### config.mk
export PLATFORM = sky130hd
export DESIGN_NAME = multichannel_light_peak_finder_unit
export DESIGN_NICKNAME = d
export VERILOG_FILES = /design/src/rtl/mlpf_pkg.sv /design/src/rtl/multichannel_light_peak_finder_unit.sv /design/src/rtl/mlpf_fifo.sv /design/src/rtl/mlpf_front.sv /design/src/rtl/mlpf_back.sv
export SDC_FILE = /design/constraint.sdc
export NUM_CORES = 1
export LEC_CHECK = 0
export BUFFER_PORTS_ARGS = -buffer_cell sky130_fd_sc_hd__buf_2
export CAP_MARGIN = 10
export CORE_MARGIN = 5
export CORE_UTILIZATION = 55
export CTS_CLUSTER_DIAMETER = 120
export DETAILED_ROUTE_END_ITERATION = 6
export HOLD_SLACK_MARGIN = 0.02
export PLACE_DENSITY = 0.72
export SLEW_MARGIN = 20
export SYNTH_ARGS = -nofsm -noshare
export SYNTH_HDL_FRONTEND = slang
export SYNTH_SLANG_ARGS = --single-unit
export TNS_END_PERCENT = 1
### constraint.sdc
create_clock -name clk -period 14 [get_ports clk]
set_input_delay 0.7 -clock clk [delete_from_list [all_inputs] [get_ports clk]]
set_output_delay 0.7 -clock clk [all_outputs]
set_load 0.1 [all_outputs]
### src/rtl/mlpf_pkg.sv
`timescale 1ns / 1ps
// ----------------------------------------------------------------------------
// mlpf_pkg
// Shared types and constants of the multichannel light peak finder.
// ----------------------------------------------------------------------------
package mlpf_pkg;

  localparam int CHANNELS    = 8;
  localparam int CH_BITS     = 3;
  localparam int SAMPLE_BITS = 10;
  localparam int WEIGHT_BITS = 8;
  localparam int LEVEL_BITS  = 10;
  localparam int CFG_IDX_W   = 1;
  localparam int CFG_DATA_W  = 10;

  localparam logic [CFG_IDX_W-1:0] REG_FILTER_WEIGHT = 1'd0;
  localparam logic [CFG_IDX_W-1:0] REG_PEAK_MARGIN   = 1'd1;

  // Command handed from the front to the back end
  typedef struct packed {
    logic [CH_BITS-1:0]     channel;
    logic [SAMPLE_BITS-1:0] sample;
    logic                   scan;
  } cmd_t;

  // One result transaction
  typedef struct packed {
    logic                  peak_found;
    logic [CH_BITS-1:0]    peak_channel;
    logic [LEVEL_BITS-1:0] peak_value;
    logic [LEVEL_BITS-1:0] mean_level;
  } res_t;

  typedef enum logic [2:0] {
    B_IDLE,
    B_MUL,
    B_WR,
    B_SCAN,
    B_OUT
  } back_state_t;

endpackage

### src/rtl/multichannel_light_peak_finder_unit.sv
`timescale 1ns / 1ps
// ----------------------------------------------------------------------------
// multichannel_light_peak_finder_unit
// Per-channel exponential light filter with end-of-scan peak and mean report.
// ----------------------------------------------------------------------------
// Usage:
//   Input queue (in_push/in_full): one sample transaction with its channel.
//   Channels at or beyond CHANNELS are accepted and dropped. A sample on the
//   highest channel updates that level and then triggers a scan, which yields
//   one result transaction on the output queue (out_empty/out_pop).
//   Config port: cfg_we with cfg_index selects filter weight or peak margin.
// Operation:
//   The back end filters each sample in a multiply state, then a write-back
//   state; back-to-back samples pass through the 2-deep command queue with
//   no return to idle between them. A scan walks every level in the scan
//   state, posts the result in the output state and returns to idle; the
//   mean is the sum shifted right.
// Reset and stall:
//   Reset clears all levels to zero, loads weight 128 and margin 50, and
//   empties both queues. If the receiver stalls, results wait in a 2-deep
//   output queue; when it fills, the back end holds, then in_full rises.
// ----------------------------------------------------------------------------
module multichannel_light_peak_finder_unit (
  input  logic                            clk,
  input  logic                            rst_n,
  input  logic                            in_push,
  output logic                            in_full,
  input  logic [mlpf_pkg::CH_BITS-1:0]     in_channel,
  input  logic [mlpf_pkg::SAMPLE_BITS-1:0] in_sample,
  output logic                            out_empty,
  input  logic                            out_pop,
  output logic                            out_peak_found,
  output logic [mlpf_pkg::CH_BITS-1:0]     out_peak_channel,
  output logic [mlpf_pkg::LEVEL_BITS-1:0]  out_peak_value,
  output logic [mlpf_pkg::LEVEL_BITS-1:0]  out_mean_level,
  input  logic                            cfg_we,
  input  logic [mlpf_pkg::CFG_IDX_W-1:0]   cfg_index,
  input  logic [mlpf_pkg::CFG_DATA_W-1:0]  cfg_data
);

  logic [mlpf_pkg::WEIGHT_BITS-1:0] filter_weight_r;
  logic [mlpf_pkg::LEVEL_BITS-1:0]  peak_margin_r;

  mlpf_pkg::cmd_t cmd_in, cmd_head;
  mlpf_pkg::res_t res_in, res_head;
  logic           cmd_push, cmd_full, cmd_pop, cmd_empty;
  logic           res_push, res_full;

  always_ff @(posedge clk) begin
    if (!rst_n) begin
      filter_weight_r <= 8'd128;
      peak_margin_r   <= 10'd50;
    end else if (cfg_we) begin
      unique case (cfg_index)
        mlpf_pkg::REG_FILTER_WEIGHT: filter_weight_r <= cfg_data[mlpf_pkg::WEIGHT_BITS-1:0];
        mlpf_pkg::REG_PEAK_MARGIN:   peak_margin_r   <= cfg_data[mlpf_pkg::LEVEL_BITS-1:0];
        default: ;
      endcase
    end
  end

  mlpf_front u_front (
    .in_push    (in_push),
    .in_channel (in_channel),
    .in_sample  (in_sample),
    .in_full    (in_full),
    .cmd_full   (cmd_full),
    .cmd_push   (cmd_push),
    .cmd        (cmd_in)
  );

  mlpf_fifo #(.WIDTH($bits(mlpf_pkg::cmd_t)), .DEPTH(2)) u_cmd_q (
    .clk       (clk),
    .rst_n     (rst_n),
    .push      (cmd_push),
    .push_data (cmd_in),
    .full      (cmd_full),
    .pop       (cmd_pop),
    .head      (cmd_head),
    .empty     (cmd_empty)
  );

  mlpf_back u_back (
    .clk           (clk),
    .rst_n         (rst_n),
    .filter_weight (filter_weight_r),
    .peak_margin   (peak_margin_r),
    .cmd_empty     (cmd_empty),
    .cmd           (cmd_head),
    .cmd_pop       (cmd_pop),
    .res_full      (res_full),
    .res_push      (res_push),
    .res           (res_in)
  );

  mlpf_fifo #(.WIDTH($bits(mlpf_pkg::res_t)), .DEPTH(2)) u_res_q (
    .clk       (clk),
    .rst_n     (rst_n),
    .push      (res_push),
    .push_data (res_in),
    .full      (res_full),
    .pop       (out_pop),
    .head      (res_head),
    .empty     (out_empty)
  );

  assign out_peak_found   = res_head.peak_found;
  assign out_peak_channel = res_head.peak_channel;
  assign out_peak_value   = res_head.peak_value;
  assign out_mean_level   = res_head.mean_level;

endmodule

### src/rtl/mlpf_fifo.sv
`timescale 1ns / 1ps
// ----------------------------------------------------------------------------
// mlpf_fifo
// Small register queue with push/full and pop/empty; head shown while not empty.
// ----------------------------------------------------------------------------
module mlpf_fifo #(
  parameter int WIDTH = 8,
  parameter int DEPTH = 2
) (
  input  logic             clk,
  input  logic             rst_n,
  input  logic             push,
  input  logic [WIDTH-1:0] push_data,
  output logic             full,
  input  logic             pop,
  output logic [WIDTH-1:0] head,
  output logic             empty
);

  localparam int PTR_W = (DEPTH > 1) ? $clog2(DEPTH) : 1;
  localparam int CNT_W = $clog2(DEPTH + 1);

  logic [WIDTH-1:0] mem_r [DEPTH];
  logic [PTR_W-1:0] wr_ptr_r, wr_ptr_nxt;
  logic [PTR_W-1:0] rd_ptr_r, rd_ptr_nxt;
  logic [CNT_W-1:0] count_r, count_nxt;
  logic             do_push, do_pop;

  assign full    = (count_r == CNT_W'(DEPTH));
  assign empty   = (count_r == '0);
  assign head    = mem_r[rd_ptr_r];
  assign do_push = push && !full;
  assign do_pop  = pop && !empty;

  always_comb begin
    wr_ptr_nxt = wr_ptr_r;
    rd_ptr_nxt = rd_ptr_r;
    count_nxt  = count_r;
    if (do_push) begin
      wr_ptr_nxt = (wr_ptr_r == PTR_W'(DEPTH - 1)) ? '0 : wr_ptr_r + 1'b1;
    end
    if (do_pop) begin
      rd_ptr_nxt = (rd_ptr_r == PTR_W'(DEPTH - 1)) ? '0 : rd_ptr_r + 1'b1;
    end
    if (do_push && !do_pop) begin
      count_nxt = count_r + 1'b1;
    end else if (do_pop && !do_push) begin
      count_nxt = count_r - 1'b1;
    end
  end

  always_ff @(posedge clk) begin
    if (!rst_n) begin
      wr_ptr_r <= '0;
      rd_ptr_r <= '0;
      count_r  <= '0;
    end else begin
      wr_ptr_r <= wr_ptr_nxt;
      rd_ptr_r <= rd_ptr_nxt;
      count_r  <= count_nxt;
    end
  end

  always_ff @(posedge clk) begin
    if (do_push) begin
      mem_r[wr_ptr_r] <= push_data;
    end
  end

endmodule

### src/rtl/mlpf_front.sv
`timescale 1ns / 1ps
// ----------------------------------------------------------------------------
// mlpf_front
// Accepts sample transactions, drops out-of-range channels, tags scan triggers.
// ----------------------------------------------------------------------------
module mlpf_front (
  input  logic                            in_push,
  input  logic [mlpf_pkg::CH_BITS-1:0]     in_channel,
  input  logic [mlpf_pkg::SAMPLE_BITS-1:0] in_sample,
  output logic                            in_full,
  input  logic                            cmd_full,
  output logic                            cmd_push,
  output mlpf_pkg::cmd_t                  cmd
);

  localparam int CMP_W = 5;

  logic in_range;
  logic is_last;

  assign in_range = (CMP_W'(in_channel) < CMP_W'(mlpf_pkg::CHANNELS));
  assign is_last  = (CMP_W'(in_channel) == CMP_W'(mlpf_pkg::CHANNELS - 1));

  // Hold off only when the command queue cannot take the transaction
  assign in_full  = cmd_full;
  assign cmd_push = in_push && !cmd_full && in_range;

  always_comb begin
    cmd.channel = in_channel;
    cmd.sample  = in_sample;
    cmd.scan    = is_last;
  end

endmodule

### src/rtl/mlpf_back.sv
`timescale 1ns / 1ps
// ----------------------------------------------------------------------------
// mlpf_back
// Filters the stored level of each command's channel and, on a scan command,
// walks all levels, takes the mean and builds a result.
// ----------------------------------------------------------------------------
module mlpf_back (
  input  logic                            clk,
  input  logic                            rst_n,
  input  logic [mlpf_pkg::WEIGHT_BITS-1:0] filter_weight,
  input  logic [mlpf_pkg::LEVEL_BITS-1:0]  peak_margin,
  input  logic                            cmd_empty,
  input  mlpf_pkg::cmd_t                  cmd,
  output logic                            cmd_pop,
  input  logic                            res_full,
  output logic                            res_push,
  output mlpf_pkg::res_t                  res
);

  localparam int CHANNELS = mlpf_pkg::CHANNELS;
  localparam int LW    = mlpf_pkg::LEVEL_BITS;
  localparam int SW    = mlpf_pkg::SAMPLE_BITS;
  localparam int CH_W  = (CHANNELS > 1) ? $clog2(CHANNELS) : 1;
  localparam int SUM_W = LW + $clog2(CHANNELS);
  localparam int PROD_W = LW + mlpf_pkg::WEIGHT_BITS + 2;

  mlpf_pkg::back_state_t state_r, state_nxt;

  logic [LW-1:0]     levels_r [CHANNELS];
  logic [CH_W-1:0]   ch_r;
  logic [SW-1:0]     smp_r;
  logic              scan_r;
  logic signed [PROD_W-1:0] prod_r;
  logic [CH_W-1:0]   idx_r;
  logic [SUM_W-1:0]  sum_r;
  logic [LW-1:0]     best_r;
  logic [CH_W-1:0]   best_ch_r;

  logic              load_cmd;
  logic              idx_last;
  logic [LW-1:0]     old_level;
  logic [LW-1:0]     scan_level;
  logic signed [LW:0]   diff;
  logic signed [PROD_W-1:0] acc;
  logic [LW-1:0]     new_level;
  logic [LW-1:0]     mean;
  logic              found;

  assign old_level  = levels_r[ch_r];
  assign scan_level = levels_r[idx_r];
  assign idx_last   = (idx_r == CH_W'(CHANNELS - 1));

  // new = (sample*256 + w*(old - sample)) >> 8, same integer as the two-product form
  assign diff      = $signed({1'b0, old_level}) - $signed({1'b0, smp_r});
  assign acc       = $signed(PROD_W'({smp_r, 8'b0})) + prod_r;
  assign new_level = acc[LW+7:8];

  // Channel count is a power of two, so the mean is the sum shifted right
  assign mean  = LW'(sum_r / SUM_W'(CHANNELS));
  assign found = ((best_r - mean) >= peak_margin);

  // Next state
  always_comb begin
    state_nxt = state_r;
    unique case (state_r)
      mlpf_pkg::B_IDLE: begin
        if (!cmd_empty) begin
          state_nxt = mlpf_pkg::B_MUL;
        end
      end
      mlpf_pkg::B_MUL: state_nxt = mlpf_pkg::B_WR;
      mlpf_pkg::B_WR: begin
        if (scan_r) begin
          state_nxt = mlpf_pkg::B_SCAN;
        end else if (!cmd_empty) begin
          state_nxt = mlpf_pkg::B_MUL;
        end else begin
          state_nxt = mlpf_pkg::B_IDLE;
        end
      end
      mlpf_pkg::B_SCAN: begin
        if (idx_last) begin
          state_nxt = mlpf_pkg::B_OUT;
        end
      end
      mlpf_pkg::B_OUT: begin
        if (!res_full) begin
          state_nxt = mlpf_pkg::B_IDLE;
        end
      end
      default: state_nxt = mlpf_pkg::B_IDLE;
    endcase
  end

  // Outputs
  always_comb begin
    load_cmd = 1'b0;
    res_push = 1'b0;
    unique case (state_r)
      mlpf_pkg::B_IDLE: load_cmd = !cmd_empty;
      mlpf_pkg::B_WR:   load_cmd = !scan_r && !cmd_empty;
      mlpf_pkg::B_OUT:  res_push = !res_full;
      default: begin
        load_cmd = 1'b0;
        res_push = 1'b0;
      end
    endcase
  end

  assign cmd_pop = load_cmd;

  always_comb begin
    res.peak_found   = found;
    res.peak_channel = found ? mlpf_pkg::CH_BITS'(best_ch_r) : '0;
    res.peak_value   = found ? best_r : '0;
    res.mean_level   = mean;
  end

  always_ff @(posedge clk) begin
    if (!rst_n) begin
      state_r <= mlpf_pkg::B_IDLE;
    end else begin
      state_r <= state_nxt;
    end
  end

  always_ff @(posedge clk) begin
    if (!rst_n) begin
      for (int i = 0; i < CHANNELS; i++) begin
        levels_r[i] <= '0;
      end
    end else if (state_r == mlpf_pkg::B_WR) begin
      levels_r[ch_r] <= new_level;
    end
  end

  always_ff @(posedge clk) begin
    if (load_cmd) begin
      ch_r   <= CH_W'(cmd.channel);
      smp_r  <= cmd.sample;
      scan_r <= cmd.scan;
    end
    if (state_r == mlpf_pkg::B_MUL) begin
      prod_r <= $signed({1'b0, filter_weight}) * diff;
    end
    case (state_r)
      mlpf_pkg::B_WR: begin
        idx_r     <= '0;
        sum_r     <= '0;
        best_r    <= '0;
        best_ch_r <= '0;
      end
      mlpf_pkg::B_SCAN: begin
        sum_r <= sum_r + SUM_W'(scan_level);
        idx_r <= idx_r + 1'b1;
        // strict compare keeps the first channel holding the maximum
        if (scan_level > best_r) begin
          best_r    <= scan_level;
          best_ch_r <= idx_r;
        end
      end
      default: ;
    endcase
  end

endmodule

==> flow_metrics.py <==
metrics = {
    "logic_synthesis": {
        "synth_top_area_share_pct": 41.73,
        "synth_top_area_cell": "edfxtp_1",
        "synth_adder_area_share_pct": 17.06,
        "netlist_instances": 1320,
        "ys_seq_area_share_pct": 46.13,
        "ys_seq_elements": 242,
        "async_flop_share_pct": 0,
        "synth_mux_area_share_pct": 8.661,
        "synth-simple-area-share_pct": 12.85,
        "ys_types": 64,
        "synthTopCellsByArea": "edfxtp_1 42%, fa_1 9.3%, ha_1 7.7%",
        "mappedNetlistNets": 1512,
        "synth-compound-area-share_pct": 7.072,
        "postSynthAreaPerCell_um2": 11.39,
        "ys_dominant_reg_cell": "edfxtp_1",
        "ys_warn_count": 0,
        "yosys.area_share.xor_xnor_pct": 3.062,
        "syn-cell-area_um2": 15040,
        "synth_top_family_by_area": "adder cells",
        "synth_edf_count": 209,
    },
    "setup_path": {
        "crit_required_ns": 14.28,
        "r2r-end": "u_back.prod_r[17]",
        "rr_startpoint": "u_back.ch_r[1]",
        "critical_path_class": "flop to flop",
        "cp-end-kind": "flop",
        "cp_data_arrival_time_ns": 7.84,
        "worst-path-max-fanout": 37,
        "rrSetupSlack_ns": 6.44,
        "start_kind": "flop",
        "reg2reg_depth": 24,
    },
    "clock_network": {
        "htreeDepth": 1,
        "cts_resized": 0,
        "cts_buffers": 25,
        "cts-hold-fix-buffers": 0,
        "cts_setup_buffers": 0,
        "root_buffer": "clkbuf_16",
        "insertion_delay_ns": 0.53,
        "clk_path_buf_depth": 3,
        "cts_sinks": 242,
        "clkTransAtPathRegs_ns": 0.06,
        "cts_tree": "yes",
    },
    "outcome": {
        "status": "complete, no violations",
    },
    "min_path": {
        "hold_path_end": "u_cmd_q.mem_r[0][10]",
        "holdCritStartpoint": "in_sample[9]",
        "holdCritPathClass": "primary input to flop",
        "hold_depth": 1,
    },
    "timing": {
        "fmax_mhz": 132.2,
        "min_period_over_period_pct": 54.03,
        "skew_ns": 0.02946,
        "rsz0062_at_grt": "false",
        "hold_viol_final": 0,
        "worst_pin_slew_ns": 1.061,
        "slew_viol_final": 0,
        "setup_viol": 0,
        "fin_crit_ns": 7.564,
        "slew_headroom_pct": 29.14,
        "finalSetupTns_ns": 0,
    },
    "finish": {
        "area_growth_pct": 9.086,
        "mostFrequentLayoutCells": "209 x edfxtp_1, 157 x inv_1, 127 x nor2_1, 120 x nand2_1, 93 x ha_1",
        "final_common_cell": "edfxtp_1",
        "antenna_cells": 0,
        "final_net_count": 1553,
        "drive_above_1_share_pct": 13.55,
    },
    "route": {
        "drt_first_iter_violations": 765,
        "totalWireLength_um": 31720,
        "wl_per_cell_um": 18.43,
        "vias": 9826,
        "route.detailed.drc": 0,
        "avgViaCountPerCell": 5.709,
        "detail-route-antenna-nets": 0,
        "first_pass_iters": 5,
    },
    "global_route": {
        "first_global_vias": 9771,
        "grt_max_degree": 41,
        "grt_use_total_pct": 20.89,
        "grt_overflow": 0,
        "antenna_found_initial": 0,
        "grt_pass1_wl_um": 51390,
    },
    "floorplan": {
        "core-area_um2": 26950,
        "num_rows": 60,
        "die_w_um": 175.4,
        "die_height_um": 175.4,
        "start_util_pct": 55.80,
        "io_pins": 55,
        "dieArea_um2": 30750,
    },
    "placed_design": {
        "dpl.hpwl_um": 22810,
        "io_buffer_count": 54,
        "gp_congestion": 0.8368,
    },
    "run": {
        "max_cap_violations": 0,
    },
}
per-stage QoR:
step | area [um^2] | hold WS (ns) | util (%) | std cells | setup slack (ns)
after global placement | 15630 | 0.4580 | 57.98 | 1675 | 6.517
after CTS | 16400 | 0.3375 | 60.86 | 1721 | 6.437
after global routing | 16400 | 0.3351 | 60.87 | 1721 | 5.901
final | 16400 | 0.3511 | 60.87 | 1721 | 6.436
after floorplan | 15040 | 0.4435 | - | 1320 | 6.755
after detailed placement | 15630 | 0.4633 | 58.00 | 1675 | 6.466
Yosys cell counts, types with 5 or more instances:
| library cell | number |
|---|---|
| nand2b_1 | 13 |
| and2b_1 | 5 |
| a21o_1 | 12 |
| nand3_1 | 10 |
| nor3_1 | 8 |
| xor2_1 | 19 |
| dfxtp_1 | 33 |
| a21boi_0 | 20 |
| nor2b_1 | 21 |
| ha_1 | 93 |
| mux2_2 | 53 |
| and3_1 | 12 |
| inv_1 | 157 |
| xnor2_1 | 31 |
| and2_1 | 67 |
| mux2i_1 | 12 |
| o211ai_1 | 8 |
| a22oi_1 | 6 |
| a21oi_1 | 37 |
| fa_1 | 70 |
| nand2_1 | 120 |
| edfxtp_1 | 209 |
| clkbuf_1 | 46 |
| nor2_1 | 128 |
| o21ai_0 | 32 |
| mux4_2 | 26 |
| o21a_1 | 9 |
layout make-up:
class / instances / area (um^2)
multi-input combinational: 871 / 7338
inverter: 158 / 593.1
tap: 341 / 426.7
timing repair buffer: 63 / 337.8
fill: 2141 / 10550
clock buffer: 32 / 651.9
sequential: 242 / 6938
clock inverter: 14 / 118.9
state kept, by name (all words and copies together) (netlist names), 2 cells and up, named ones only:
| register | count |
|---|---|
| filter_weight_r | 8 |
| peak_margin_r | 10 |
| u_back.best_ch_r | 3 |
| u_back.best_r | 10 |
| u_back.ch_r | 3 |
| u_back.idx_r | 3 |
| u_back.levels_r | 80 |
| u_back.prod_r | 10 |
| u_back.smp_r | 10 |
| u_back.state_r | 3 |
| u_back.sum_r | 13 |
| u_cmd_q.count_r | 2 |
| u_cmd_q.mem_r | 28 |
| u_res_q.count_r | 2 |
| u_res_q.mem_r | 48 |
per-layer routing:
metal	vias up	GRT usage, %	wire length [um]
met5	-	0	0
li1	4617	-	-
met2	345	33.56	14850
met4	0	6.023	855
met1	4809	29.77	13860
met3	55	3.315	2157
logic make-up (layout without fill, tap and decap cells):
family | after synthesis | count (layout)
and+or+nand+nor | 407 | 407
DFF | 242 | 242
buffers and inverters | 207 | 267
adders and majority gates | 163 | 163
AOI/OAI and AO/OA | 159 | 159
muxes | 91 | 91
xor gates and xnor gates | 51 | 51
worst max-delay path by stage:
stage | from | to | depth (start not counted)
CTS | u_back.ch_r[1] | u_back.prod_r[17] | 24
finish | u_back.ch_r[1] | u_back.prod_r[17] | 24
global route | u_back.ch_r[1] | u_back.prod_r[17] | 24
global placement | u_back.ch_r[1] | u_back.prod_r[17] | 24
floorplan | u_back.ch_r[1] | u_back.prod_r[17] | 25
detailed placement | u_back.ch_r[1] | u_back.prod_r[17] | 24
critical path, stage by stage (launching register included):
cell	delay, ns
edfxtp_1	0.32
buf_4	0.38
nor2b_1	0.46
a22oi_1	0.18
o221ai_1	0.36
ha_1	0.34
nor2b_1	0.16
o2111ai_1	0.22
nand3_1	0.13
a31o_2	0.26
a21oi_1	0.40
nand2_1	0.22
fa_1	0.58
inv_1	0.05
fa_1	0.46
fa_1	0.50
inv_1	0.06
fa_1	0.54
inv_1	0.04
ha_1	0.23
a211o_1	0.27
or4_1	0.45
o2111ai_2	0.26
o21ai_2	0.11
xnor3_1	0.32
Power is left out: the tool's default activity adds up to more than one toggle a clock period on the data nets, which glitch-free logic cannot reach.
